===== config.mk =====
export PLATFORM = sky130hd
export DESIGN_NAME = reverse_impact_detector_unit
export DESIGN_NICKNAME = d
export VERILOG_FILES = /design/src/rtl/core/rid_pkg.sv /design/src/rtl/core/rid_ram.sv /design/src/rtl/core/rid_scan.sv /design/src/rtl/core/reverse_impact_detector_unit.sv
export SDC_FILE = /design/constraint.sdc
export NUM_CORES = 2
export LEC_CHECK = 0
export ABC_CLOCK_PERIOD_IN_PS = 15000
export BUFFER_PORTS_ARGS = -buffer_cell sky130_fd_sc_hd__buf_2
export CORE_ASPECT_RATIO = 0.9
export CORE_MARGIN = 4
export CORE_UTILIZATION = 55
export CTS_BUF_LIST = sky130_fd_sc_hd__clkbuf_4 sky130_fd_sc_hd__clkbuf_8
export DETAILED_ROUTE_END_ITERATION = 12
export GPL_TIMING_DRIVEN = 0
export PLACE_DENSITY = 0.71
export REMOVE_ABC_BUFFERS = 1
export SKIP_LAST_GASP = 1
export SLEW_MARGIN = 20
export SYNTH_ARGS = -nofsm -noshare
export SYNTH_HDL_FRONTEND = slang
export SYNTH_HIERARCHICAL = 1
export SYNTH_SLANG_ARGS = --single-unit

===== constraint.sdc =====
create_clock -name clk_i -period 15 [get_ports clk_i]
set_clock_uncertainty 0.05 [all_clocks]
set_input_delay 1.5 -clock clk_i [delete_from_list [all_inputs] [get_ports clk_i]]
set_output_delay 1.5 -clock clk_i [all_outputs]
set_load 0.05 [all_outputs]

===== src/rtl/core/rid_pkg.sv =====
// Shared types, constants and scaling helpers for the reverse impact detector.
package rid_pkg;

  localparam int unsigned SPEED_DEPTH_DEF = 10;
  localparam int unsigned ACCEL_DEPTH_DEF = 100;

  localparam int unsigned IN_DATA_W  = 80;
  localparam int unsigned OUT_DATA_W = 56;
  localparam int unsigned CMD_W      = 2;
  localparam int unsigned REG_IDX_W  = 2;
  localparam int unsigned REG_DATA_W = 32;

  localparam logic signed [15:0] SPEED_LIMIT_RST = -16'sd256;

  // floor(t / 5) == (t * 52429) >> 18 for every t below 2^18
  localparam logic [15:0] RECIP_5 = 16'd52429;

  typedef enum logic [CMD_W-1:0] {
    CMD_SPEED = 2'd0,
    CMD_ACCEL = 2'd1,
    CMD_EVAL  = 2'd2,
    CMD_NONE  = 2'd3
  } cmd_e;

  typedef enum logic [REG_IDX_W-1:0] {
    REG_PEAK_X      = 2'd0,
    REG_Z_SPREAD    = 2'd1,
    REG_HOLD        = 2'd2,
    REG_SPEED_LIMIT = 2'd3
  } reg_e;

  typedef enum logic [2:0] {
    ST_IDLE,
    ST_STORE,
    ST_SCAN,
    ST_DRAIN,
    ST_DECIDE
  } state_e;

  // first half of the g -> m/s^2 scaling: sign and (|g*49| + 40) >> 4
  typedef struct packed {
    logic        neg;
    logic [16:0] t;
  } scale_pre_t;

  // one window entry handed to the scan unit
  typedef struct packed {
    logic en;
    logic first;
    logic acc_en;
    logic acc_ok;
    logic spd_en;
  } scan_ctl_t;

  function automatic scale_pre_t scale_pre(input logic signed [15:0] g);
    logic signed [21:0] n;
    logic [20:0]        mag;
    logic [20:0]        rnd;
    scale_pre_t         r;
    n     = (22'(g) <<< 5) + (22'(g) <<< 4) + 22'(g);
    mag   = n[21] ? 21'(-n) : n[20:0];
    rnd   = mag + 21'd40;
    r.neg = n[21];
    r.t   = rnd[20:4];
    return r;
  endfunction

  function automatic logic signed [15:0] scale_post(input scale_pre_t p);
    logic [32:0] prod;
    logic [14:0] q;
    prod = 33'(p.t) * 33'(RECIP_5);
    // quotient stays below 2^15, so the result never saturates
    q    = prod[32:18];
    return p.neg ? -$signed({1'b0, q}) : $signed({1'b0, q});
  endfunction

endpackage


===== src/rtl/core/rid_ram.sv =====
// Generic single-write, single-read RAM with registered read data.
module rid_ram #(
  parameter int unsigned WIDTH = 32,
  parameter int unsigned DEPTH = 100
) (
  input  logic                                   clk_i,
  input  logic                                   we_i,
  input  logic [((DEPTH > 1) ? $clog2(DEPTH) : 1)-1:0] waddr_i,
  input  logic [WIDTH-1:0]                       wdata_i,
  input  logic [((DEPTH > 1) ? $clog2(DEPTH) : 1)-1:0] raddr_i,
  output logic [WIDTH-1:0]                       rdata_o
);

  logic [WIDTH-1:0] mem_q [DEPTH];
  logic [WIDTH-1:0] rdata_q;

  always_ff @(posedge clk_i) begin
    if (we_i) begin
      mem_q[waddr_i] <= wdata_i;
    end
    rdata_q <= mem_q[raddr_i];
  end

  assign rdata_o = rdata_q;

endmodule


===== src/rtl/core/rid_scan.sv =====
// Shared scan unit: one window entry per cycle, while enabled, into sum, x max, z max and z min.
module rid_scan #(
  parameter int unsigned SUM_W = 20
) (
  input  logic                    clk_i,
  input  rid_pkg::scan_ctl_t      ctl_i,
  input  logic signed [15:0]      x_i,
  input  logic signed [15:0]      z_i,
  input  logic signed [15:0]      spd_i,
  output logic signed [SUM_W-1:0] sum_o,
  output logic signed [15:0]      xmax_o,
  output logic signed [15:0]      zmax_o,
  output logic signed [15:0]      zmin_o
);

  logic signed [SUM_W-1:0] sum_q, sum_d;
  logic signed [15:0]      xmax_q, xmax_d;
  logic signed [15:0]      zmax_q, zmax_d;
  logic signed [15:0]      zmin_q, zmin_d;
  logic signed [15:0]      x_v, z_v;
  logic signed [SUM_W-1:0] spd_v;

  // entries never written read as zero
  assign x_v   = ctl_i.acc_ok ? x_i : 16'sd0;
  assign z_v   = ctl_i.acc_ok ? z_i : 16'sd0;
  assign spd_v = ctl_i.spd_en ? SUM_W'(spd_i) : '0;

  always_comb begin
    sum_d  = sum_q;
    xmax_d = xmax_q;
    zmax_d = zmax_q;
    zmin_d = zmin_q;
    if (ctl_i.first) begin
      sum_d  = spd_v;
      xmax_d = x_v;
      zmax_d = z_v;
      zmin_d = z_v;
    end else begin
      sum_d = sum_q + spd_v;
      if (ctl_i.acc_en) begin
        if (x_v > xmax_q) xmax_d = x_v;
        if (z_v > zmax_q) zmax_d = z_v;
        if (z_v < zmin_q) zmin_d = z_v;
      end
    end
  end

  always_ff @(posedge clk_i) begin
    if (ctl_i.en) begin
      sum_q  <= sum_d;
      xmax_q <= xmax_d;
      zmax_q <= zmax_d;
      zmin_q <= zmin_d;
    end
  end

  assign sum_o  = sum_q;
  assign xmax_o = xmax_q;
  assign zmax_o = zmax_q;
  assign zmin_o = zmin_q;

endmodule


===== src/rtl/core/reverse_impact_detector_unit.sv =====
// Reverse impact detector: sample windows, sequencer, decision and output register.
// Velocity item: written at accept. Acceleration item: scale prefix at accept, store next
// (state STORE). Evaluate item: states SCAN, DRAIN and DECIDE, one window entry per cycle
// through the single RAM read port in SCAN; DECIDE waits until the output register is free.
// Reset (async, active low) clears control, configuration, velocity window, slots, fill count,
// flag and onset time; unwritten acceleration entries read as zero through the fill count.
module reverse_impact_detector_unit #(
  parameter int unsigned SPEED_DEPTH = rid_pkg::SPEED_DEPTH_DEF,
  parameter int unsigned ACCEL_DEPTH = rid_pkg::ACCEL_DEPTH_DEF
) (
  input  logic                            clk_i,
  input  logic                            rst_ni,
  input  logic                            s_axis_tvalid,
  output logic                            s_axis_tready,
  // [15:0] speed_sample, [31:16] accel_x_g, [47:32] accel_z_g, [79:48] now_ms
  input  logic [rid_pkg::IN_DATA_W-1:0]   s_axis_tdata,
  // [1:0] cmd
  input  logic [rid_pkg::CMD_W-1:0]       s_axis_tuser,
  output logic                            m_axis_tvalid,
  input  logic                            m_axis_tready,
  // [0] impact_flag, [16:1] peak_x, [32:17] z_spread, [52:33] speed_sum, [55:53] zero
  output logic [rid_pkg::OUT_DATA_W-1:0]  m_axis_tdata,
  input  logic                            cfg_we_i,
  input  logic [rid_pkg::REG_IDX_W-1:0]   cfg_idx_i,
  input  logic [rid_pkg::REG_DATA_W-1:0]  cfg_data_i
);

  localparam int unsigned SCAN_N = (SPEED_DEPTH > ACCEL_DEPTH) ? SPEED_DEPTH : ACCEL_DEPTH;
  localparam int unsigned CNT_W  = $clog2(SCAN_N + 1);
  localparam int unsigned AW     = (ACCEL_DEPTH > 1) ? $clog2(ACCEL_DEPTH) : 1;
  localparam int unsigned SW     = (SPEED_DEPTH > 1) ? $clog2(SPEED_DEPTH) : 1;
  localparam int unsigned FILL_W = $clog2(ACCEL_DEPTH + 1);
  localparam int unsigned SUM_W  = 16 + $clog2(SPEED_DEPTH);
  localparam int unsigned LIM_W  = 16 + $clog2(SPEED_DEPTH + 1);
  localparam logic signed [LIM_W-1:0] SD_S = LIM_W'(SPEED_DEPTH);

  // configuration
  logic signed [15:0] peak_thr_q;
  logic [15:0]        zspread_thr_q;
  logic [31:0]        hold_q;
  logic signed [15:0] limit_q;

  // state
  rid_pkg::state_e    state_q, state_d;
  logic signed [15:0] speed_win_q [SPEED_DEPTH];
  logic [SW-1:0]      spd_slot_q;
  logic [AW-1:0]      acc_slot_q;
  logic [FILL_W-1:0]  fill_q;
  logic               detected_q;
  logic [31:0]        onset_q;
  logic [31:0]        now_q;
  logic [CNT_W-1:0]   cnt_q;
  rid_pkg::scale_pre_t pre_x_q, pre_z_q;
  rid_pkg::scan_ctl_t ctl_q, ctl_d;
  logic signed [15:0] spd_q, spd_d;
  logic [rid_pkg::OUT_DATA_W-1:0] out_q, out_d;
  logic               m_valid_q;

  // control
  logic               s_acc;
  rid_pkg::cmd_e      cmd;
  logic               out_free;
  logic               ram_we;
  logic               issue;
  logic               load_out;

  // datapath
  logic [31:0]        ram_wdata, ram_rdata;
  logic signed [SUM_W-1:0] sum;
  logic signed [15:0] xmax, zmax, zmin;
  logic signed [16:0] zdiff;
  logic [15:0]        spread;
  logic signed [LIM_W-1:0] sum_cmp, lim_prod;
  logic signed [31:0] sum_ext;
  logic               cond;
  logic [31:0]        elapsed;
  logic               det_d;
  logic [31:0]        onset_d;

  assign s_acc    = s_axis_tvalid & s_axis_tready;
  assign cmd      = rid_pkg::cmd_e'(s_axis_tuser);
  assign out_free = !m_valid_q || m_axis_tready;

  // next state
  always_comb begin
    state_d = state_q;
    case (state_q)
      rid_pkg::ST_IDLE: begin
        if (s_acc) begin
          case (cmd)
            rid_pkg::CMD_ACCEL: state_d = rid_pkg::ST_STORE;
            rid_pkg::CMD_EVAL:  state_d = rid_pkg::ST_SCAN;
            default:            state_d = rid_pkg::ST_IDLE;
          endcase
        end
      end
      rid_pkg::ST_STORE: state_d = rid_pkg::ST_IDLE;
      rid_pkg::ST_SCAN: begin
        if (cnt_q == CNT_W'(SCAN_N - 1)) state_d = rid_pkg::ST_DRAIN;
      end
      rid_pkg::ST_DRAIN: state_d = rid_pkg::ST_DECIDE;
      rid_pkg::ST_DECIDE: begin
        if (out_free) state_d = rid_pkg::ST_IDLE;
      end
      default: state_d = rid_pkg::ST_IDLE;
    endcase
  end

  // state outputs
  always_comb begin
    s_axis_tready = 1'b0;
    ram_we        = 1'b0;
    issue         = 1'b0;
    load_out      = 1'b0;
    case (state_q)
      rid_pkg::ST_IDLE:   s_axis_tready = 1'b1;
      rid_pkg::ST_STORE:  ram_we        = 1'b1;
      rid_pkg::ST_SCAN:   issue         = 1'b1;
      rid_pkg::ST_DECIDE: load_out      = out_free;
      default: ;
    endcase
  end

  always_ff @(posedge clk_i or negedge rst_ni) begin
    if (!rst_ni) begin
      state_q <= rid_pkg::ST_IDLE;
    end else begin
      state_q <= state_d;
    end
  end

  // configuration writes
  always_ff @(posedge clk_i or negedge rst_ni) begin
    if (!rst_ni) begin
      peak_thr_q    <= '0;
      zspread_thr_q <= '0;
      hold_q        <= '0;
      limit_q       <= rid_pkg::SPEED_LIMIT_RST;
    end else if (cfg_we_i) begin
      case (cfg_idx_i)
        rid_pkg::REG_PEAK_X:      peak_thr_q    <= cfg_data_i[15:0];
        rid_pkg::REG_Z_SPREAD:    zspread_thr_q <= cfg_data_i[15:0];
        rid_pkg::REG_HOLD:        hold_q        <= cfg_data_i;
        rid_pkg::REG_SPEED_LIMIT: limit_q       <= cfg_data_i[15:0];
        default: ;
      endcase
    end
  end

  // velocity window, written straight at accept
  always_ff @(posedge clk_i or negedge rst_ni) begin
    if (!rst_ni) begin
      for (int i = 0; i < SPEED_DEPTH; i++) speed_win_q[i] <= '0;
      spd_slot_q <= '0;
    end else if (s_acc && cmd == rid_pkg::CMD_SPEED) begin
      speed_win_q[spd_slot_q] <= s_axis_tdata[15:0];
      spd_slot_q <= (spd_slot_q == SW'(SPEED_DEPTH - 1)) ? '0 : spd_slot_q + 1'b1;
    end
  end

  // acceleration: scale prefix registered at accept, quotient in STORE
  always_ff @(posedge clk_i) begin
    if (s_acc) begin
      pre_x_q <= rid_pkg::scale_pre(s_axis_tdata[31:16]);
      pre_z_q <= rid_pkg::scale_pre(s_axis_tdata[47:32]);
      now_q   <= s_axis_tdata[79:48];
    end
  end

  assign ram_wdata = {rid_pkg::scale_post(pre_z_q), rid_pkg::scale_post(pre_x_q)};

  always_ff @(posedge clk_i or negedge rst_ni) begin
    if (!rst_ni) begin
      acc_slot_q <= '0;
      fill_q     <= '0;
    end else if (ram_we) begin
      acc_slot_q <= (acc_slot_q == AW'(ACCEL_DEPTH - 1)) ? '0 : acc_slot_q + 1'b1;
      if (fill_q != FILL_W'(ACCEL_DEPTH)) fill_q <= fill_q + 1'b1;
    end
  end

  rid_ram #(
    .WIDTH (32),
    .DEPTH (ACCEL_DEPTH)
  ) u_accel_ram (
    .clk_i   (clk_i),
    .we_i    (ram_we),
    .waddr_i (acc_slot_q),
    .wdata_i (ram_wdata),
    .raddr_i (cnt_q[AW-1:0]),
    .rdata_o (ram_rdata)
  );

  // scan sequencing: address issued now, entry reaches the scan unit next cycle
  always_comb begin
    ctl_d.en     = issue;
    ctl_d.first  = (cnt_q == '0);
    ctl_d.acc_en = (cnt_q < CNT_W'(ACCEL_DEPTH));
    ctl_d.acc_ok = (cnt_q < CNT_W'(fill_q));
    ctl_d.spd_en = (cnt_q < CNT_W'(SPEED_DEPTH));
    spd_d        = ctl_d.spd_en ? speed_win_q[cnt_q[SW-1:0]] : 16'sd0;
  end

  always_ff @(posedge clk_i or negedge rst_ni) begin
    if (!rst_ni) begin
      cnt_q <= '0;
      ctl_q <= '0;
    end else begin
      cnt_q <= issue ? cnt_q + 1'b1 : '0;
      ctl_q <= ctl_d;
    end
  end

  always_ff @(posedge clk_i) begin
    spd_q <= spd_d;
  end

  rid_scan #(
    .SUM_W (SUM_W)
  ) u_scan (
    .clk_i  (clk_i),
    .ctl_i  (ctl_q),
    .x_i    (ram_rdata[15:0]),
    .z_i    (ram_rdata[31:16]),
    .spd_i  (spd_q),
    .sum_o  (sum),
    .xmax_o (xmax),
    .zmax_o (zmax),
    .zmin_o (zmin)
  );

  // decision
  assign zdiff    = 17'(zmax) - 17'(zmin);
  assign spread   = zdiff[15:0];
  assign sum_cmp  = LIM_W'(sum);
  assign lim_prod = LIM_W'(limit_q) * SD_S;
  assign sum_ext  = 32'(sum);
  assign elapsed  = now_q - onset_q;
  assign cond     = (sum < 0) && (sum_cmp > lim_prod) &&
                    (xmax > peak_thr_q) && (spread > zspread_thr_q);

  always_comb begin
    det_d   = detected_q;
    onset_d = onset_q;
    if (cond) begin
      if (!detected_q) begin
        det_d   = 1'b1;
        onset_d = now_q;
      end
    end else if (detected_q && elapsed > hold_q) begin
      det_d = 1'b0;
    end
    out_d = {3'b000, sum_ext[19:0], spread, xmax, det_d};
  end

  always_ff @(posedge clk_i or negedge rst_ni) begin
    if (!rst_ni) begin
      detected_q <= 1'b0;
      onset_q    <= '0;
      m_valid_q  <= 1'b0;
    end else begin
      if (load_out) begin
        detected_q <= det_d;
        onset_q    <= onset_d;
        m_valid_q  <= 1'b1;
      end else if (m_axis_tready) begin
        m_valid_q  <= 1'b0;
      end
    end
  end

  always_ff @(posedge clk_i) begin
    if (load_out) out_q <= out_d;
  end

  assign m_axis_tvalid = m_valid_q;
  assign m_axis_tdata  = out_q;

endmodule


[After elaboration in Yosys (flattened, before gate mapping)]
Memory sizes are Yosys's and may differ from the RTL's. A register that Yosys moved wholly into a read port is not among the register bits.
Cells that the tools add are included.
Storage, ports and cells
  bits in registers: 512
  bits in writable memories: 3200
  input port bits: 121
  output and inout bits: 58
  logic and storage cells: 161
  memories kept: 1
Memories
  u_accel_ram.mem_q: words 100, bits a word 32, read ports 1, clocked after Yosys merged registers in 1, write ports 1, line rid_ram.sv:14  | logic [WIDTH-1:0] mem_q [DEPTH];
Operators by class
  add/sub/neg operators: 17
  multipliers: 3
  magnitude comparators: 14
  equality and inequality tests: 16
  mux-type cells: 41
  bitwise operators: 4
  reduce and logical (&&, ||, !) cells: 27
Operator list (count)
  16-bit two-way mux: 16
  160-bit bitwise mux: 1
  17-bit by 16-bit multiplier with 33-bit output (second input constant): 2
  16-bit binary-select mux with 4-bit select: 1
  16-bit demux with 4-bit select: 1
  16-bit greater-than comparator: 4
  21-bit by 20-bit adder with 22-bit output: 2
  22-bit by 16-bit adder with 22-bit output: 2
  21-bit by 6-bit adder with 21-bit output (second input constant): 2
  21-bit two-way mux: 2
  21-bit negation: 2
  20-bit two-way mux: 2
  32-bit greater-than comparator: 1
  15-bit negation with 16-bit output: 2
  32-bit subtractor: 1
  7-bit by 1-bit adder with 7-bit output (second input constant): 3
  20-bit adder: 1
  20-bit greater-than comparator: 1
  20-bit by 1-bit < comparator with 1-bit output (second input constant): 1
  16-bit by 4-bit multiplier with 19-bit output (second input constant): 1
  16-bit < comparator: 1
  16-bit subtractor: 1
  3-bit AND reduction: 5
  7-bit == test (second input constant): 2
  31 further kinds: 65

[Depth between registers and ports, before layout]
  word-level depth: 6
  mapped depth: 27

[Cells and area by module]
The synthesis kept the hierarchy.
By module, submodules not included
  rid_ram: instances 1, cells each 5502, area each 122916.6 um2, seq. area each 96732.8 um2
  reverse_impact_detector_unit: instances 1, cells each 3319, area each 36165.9 um2, seq. area each 11646.2 um2
  rid_scan: instances 1, cells each 481, area each 4787.1 um2, seq. area each 2042.0 um2

[Worst setup path before layout]
Ideal clock, no wire load.
  kind: reg-to-reg
  start point: register pre_x_q[3] in the netlist's numbering
  end point: memory u_accel_ram.mem_q[0][14] (data pin)
  library setup time: 770 ps
  data arrival time: 11200 ps
  path slack: 2980 ps
  stages on the path, launching flop included: 24
  buffers on the path: 0
  period minus slack after synthesis: 12020 ps
  path through: edfxtp_1 > ha_1 > inv_1 > fa_1 > inv_1 > fa_1 > fa_1 > inv_1 > fa_1 > fa_1 > inv_1 > ha_1 > nand4_1 > nor2_1 > a21oi_1 > xnor2_1 > inv_1 > ha_1 > o21ai_1 > or4_1 > o41ai_4 > nor3_1 > a221oi_2 > xnor2_1
On the way
  longest elaborated chain between the ends: 3
RTL lines
  start: declaration: line reverse_impact_detector_unit.sv:53  | rid_pkg::scale_pre_t pre_x_q, pre_z_q;
  start signal: assignment: line reverse_impact_detector_unit.sv:164  | pre_x_q <= rid_pkg::scale_pre(s_axis_tdata[31:16]);
  17-bit by 16-bit multiplier with 33-bit output (*): line rid_pkg.sv:71  | prod = 33'(p.t) * 33'(RECIP_5);
  15-bit negation with 16-bit output: line rid_pkg.sv:74  | return p.neg ? -$signed({1'b0, q}) : $signed({1'b0, q});
  16-bit two-way mux (*): line rid_pkg.sv:74
  via ram_wdata[14]: line reverse_impact_detector_unit.sv:68  | logic [31:0] ram_wdata, ram_rdata;
  end: declaration: line rid_ram.sv:14
The timed path passes the listed nets; every way through them passes the cells marked *.

[Worst setup path in the final report]
  start point: register pre_x_q[2] in the netlist's numbering
  end point: memory u_accel_ram.mem_q[36][14] (data pin)
The elaborated chain is that of the path after synthesis.

==> flow_metrics.env <==
export IMPL_syn_area_um2=163900
export IMPL_post_place_cells=13440
export IMPL_stdcell_count=14440
export IMPL_die_w_um=583.4
export IMPL_status="finished, final reports clean"
export IMPL_synth_seq_area_share_pct=67.38
export IMPL_nFillCells=19690
export IMPL_crit_type="reg2reg"
export IMPL_dp_hpwl_mm=291.2
export IMPL_cts_clk_slew_worst_paths_ns=0.06
export IMPL_core_um2=295600
export IMPL_numPortBuffers=175
export IMPL_synth_warnings=6
export IMPL_maxSlewHeadroom_pct=15.91
export IMPL_max_freq_ghz=0.1161
export IMPL_start_kind="flip-flop"
export IMPL_path_max_fanout=24
export IMPL_min_path_type="in2async"
export IMPL_start_util_pct=55.44
export IMPL_ctsRootBufferMaster="clkbuf_8"
export IMPL_cts_repair_resized=0
export IMPL_row_count=189
export IMPL_grt_max_degree=100
export IMPL_tritoncts="yes"
export IMPL_ant_nets=0
export IMPL_synth_avg_cell_area_um2=17.62
export IMPL_finalSetupViolCount=0
export IMPL_async_reset_ff_share_pct=8.200
export IMPL_clockBufferDepth=4
export IMPL_fp_dieArea_um2=306800
export IMPL_rsz0062_at_grt="no"
export IMPL_die_h_um=525.8
export IMPL_vias_per_cell=6.358
export IMPL_ys_types=104
export IMPL_ioPinCount=179
export IMPL_syn_to_final_growth_pct=14.78
export IMPL_drtIter0Drc=11720
export IMPL_cts_setup_buffers=0
export IMPL_drc_errors=0
export IMPL_finalHoldViolCount=0
export IMPL_crit_arrival_ns=9.42
export IMPL_fin_nets=10980
export IMPL_holdBufCountCts=0
export IMPL_grt_pass1_wl_mm=626.5
export IMPL_wl_mm=429.4
export IMPL_cts_htree_levels=6
export IMPL_avgRoutedWirePerCell_um=29.73
export IMPL_worst_pin_slew_ns=1.261
export IMPL_antenna_found_initial=27
export IMPL_clkSinkCount=3744
export IMPL_critPathCaptureType="flip-flop"
export IMPL_synth_seq_cells=3744
export IMPL_syn_inst=9302
export IMPL_grtUsageTotal_pct=27.87
export IMPL_synth_edf_count=3389
export IMPL_grt_pass1_vias=92160
export IMPL_firstDrtPassIters=8
export IMPL_cts_buffers=579
export IMPL_synth_flop_cell="edfxtp_1"
export IMPL_overflow=0
export IMPL_min_period_over_period_pct=57.43
export IMPL_period_minus_slack_ns=8.615
export IMPL_drive_gt1_share_pct=26.22
export IMPL_vias=91830
export IMPL_clock_latency_ns=1.05
export IMPL_required_ns=15.81
export IMPL_finalMaxSlewViolations=0
export IMPL_maxCapViolations=0
export IMPL_gp_congestion=0.8733
## logic make-up after synthesis
logic type               count (synthesis)  share of synthesized area [%]
other                                    1                       0.002288
flip-flops                            3744                          67.38
multiplexers                          1308                          13.96
AND/OR/NAND/NOR                       1192                          3.557
XOR/XNOR                               236                          1.261
buffers and inverters                  967                          2.558
AO/OA/AOI/OAI                         1102                          4.587
adder cells (fa/ha/maj)                752                          6.695
## Yosys cell counts, types with 72 or more instances
library cell,count,share of area [%]
nand3_1,133,0.41
mux2_2,266,1.8
a22oi_1,196,0.90
mux4_2,755,10
ha_1,544,4.2
xnor2_1,153,0.82
a21oi_1,183,0.56
nor3_1,74,0.23
nand2_1,305,0.70
edfxtp_1,3389,62
fa_1,208,2.5
buf_2,96,0.29
inv_1,573,1.3
clkbuf_1,182,0.42
o21ai_0,237,0.72
and2_1,84,0.32
xor2_1,83,0.44
mux2i_1,287,1.8
nand4_1,72,0.27
dfrtp_1,299,4.6
a21o_1,80,0.37
nor2_1,288,0.66
## stage by stage
step | utilization, % | hold slack [ns] | worst slack (ns) | setup TNS, ns | instance area (um^2)
after global placement | 56.71 | 0.4098 | -60.39 | - | 167600
after CTS | 63.61 | 0.3604 | 6.384 | 0 | 188000
after floorplan | - | 0.3948 | -25.51 | -1114.66 | 161800
after global routing | 63.62 | 0.4244 | 5.970 | 0 | 188000
after detailed placement | 59.93 | 0.4373 | 6.512 | 0 | 177200
final | 63.63 | 0.4037 | 6.385 | 0 | 188100
## metal layers
| layer | wire (um) | up-vias | share of wire (%) | GRT usage (%) |
|---|---|---|---|---|
| met2 | 196200 | 5439 | 46 | 42.18 |
| met1 | 163800 | 47120 | 38 | 39.23 |
| met4 | 16800 | 14 | 3.9 | 9.637 |
| met5 | 78 | - | 0.018 | 0 |
| li1 | - | 38310 | - | - |
| met3 | 52580 | 947 | 12 | 7.952 |
## path summary, 6_finish.rpt
path                             startpoint                        end  slack, ns  cells past startpoint
max in group asynchronous            rst_ni           speed_win_q[112]      13.54                      2
min in group clk_i         speed_win_q[114]           speed_win_q[114]       0.45                      1
min reg2reg                speed_win_q[114]           speed_win_q[114]       0.45                      1
max                              pre_x_q[2]  u_accel_ram/mem_q[36][14]       6.39                     27
max reg2reg                      pre_x_q[2]  u_accel_ram/mem_q[36][14]       6.39                     27
min                                  rst_ni            speed_win_q[86]       0.40                      1
## flip-flops by register name, summed over array words and instances (netlist names), 16 cells and up
name and count:
hold_q 32, limit_q 16, m_axis_tdata 53, now_q 32, onset_q 32, peak_thr_q 16
pre_x_q 18, pre_z_q 18, spd_q 16, speed_win_q 160, u_accel_ram/mem_q 3200, u_accel_ram/rdata_o 32
u_scan/sum_o 20, u_scan/xmax_o 16, u_scan/zmax_o 16, u_scan/zmin_o 16, zspread_thr_q 16
## placed cells by master, fill, tap and decap left out, types with 45 or more instances in the layout
cell type and instances:
a21o_1 80, a21oi_1 182, a22oi_1 196, and2_1 80
buf_12 101, buf_16 146, buf_2 177, buf_6 136
clkbuf_4 172, clkbuf_8 611, clkinv_1 120, clkinv_2 45
dfrtp_1 290, dfxtp_1 48, edfxtp_1 3389, fa_1 208
ha_1 544, inv_1 571, mux2_2 266, mux2i_1 287
mux4_2 755, nand2_1 300, nand2b_1 47, nand3_1 129
nand4_1 72, nor2_1 181, nor2_4 102, nor2b_1 57
nor3_1 68, o21ai_0 229, xnor2_1 130, xor2_1 79
## worst max-delay path, stage by stage (launching register included)
cell,delay [ns]
edfxtp_1,0.50
ha_1,0.43
inv_1,0.09
fa_1,0.54
inv_1,0.06
fa_1,0.52
fa_1,0.56
inv_1,0.06
fa_1,0.50
fa_1,0.54
inv_1,0.04
ha_1,0.33
nand4_1,0.18
a2111oi_4,0.52
nand2_1,0.19
o211ai_2,0.22
or2_2,0.20
ha_1,0.17
o21ai_1,0.11
or4_1,0.54
o41ai_4,0.31
a221oi_2,0.14
xnor2_2,0.57
buf_6,0.24
buf_6,0.18
buf_6,0.20
buf_6,0.19
buf_6,0.21
## area by class of cell
class / count / area (um^2) / area share (%)
sequential: 3744 / 110500 / 58.72
multi-input combinational: 4593 / 50540 / 26.87
clock buffer: 783 / 9701 / 5.157
timing repair buffer: 614 / 9096 / 4.836
tap: 3915 / 4898 / 2.604
inverter: 575 / 2173 / 1.155
clock inverter: 203 / 1186 / 0.6306
antenna: 16 / 40.04 / 0.02129
Power is left out: the tool's default activity adds up to more than one toggle a clock period on the data nets, which glitch-free logic cannot reach.
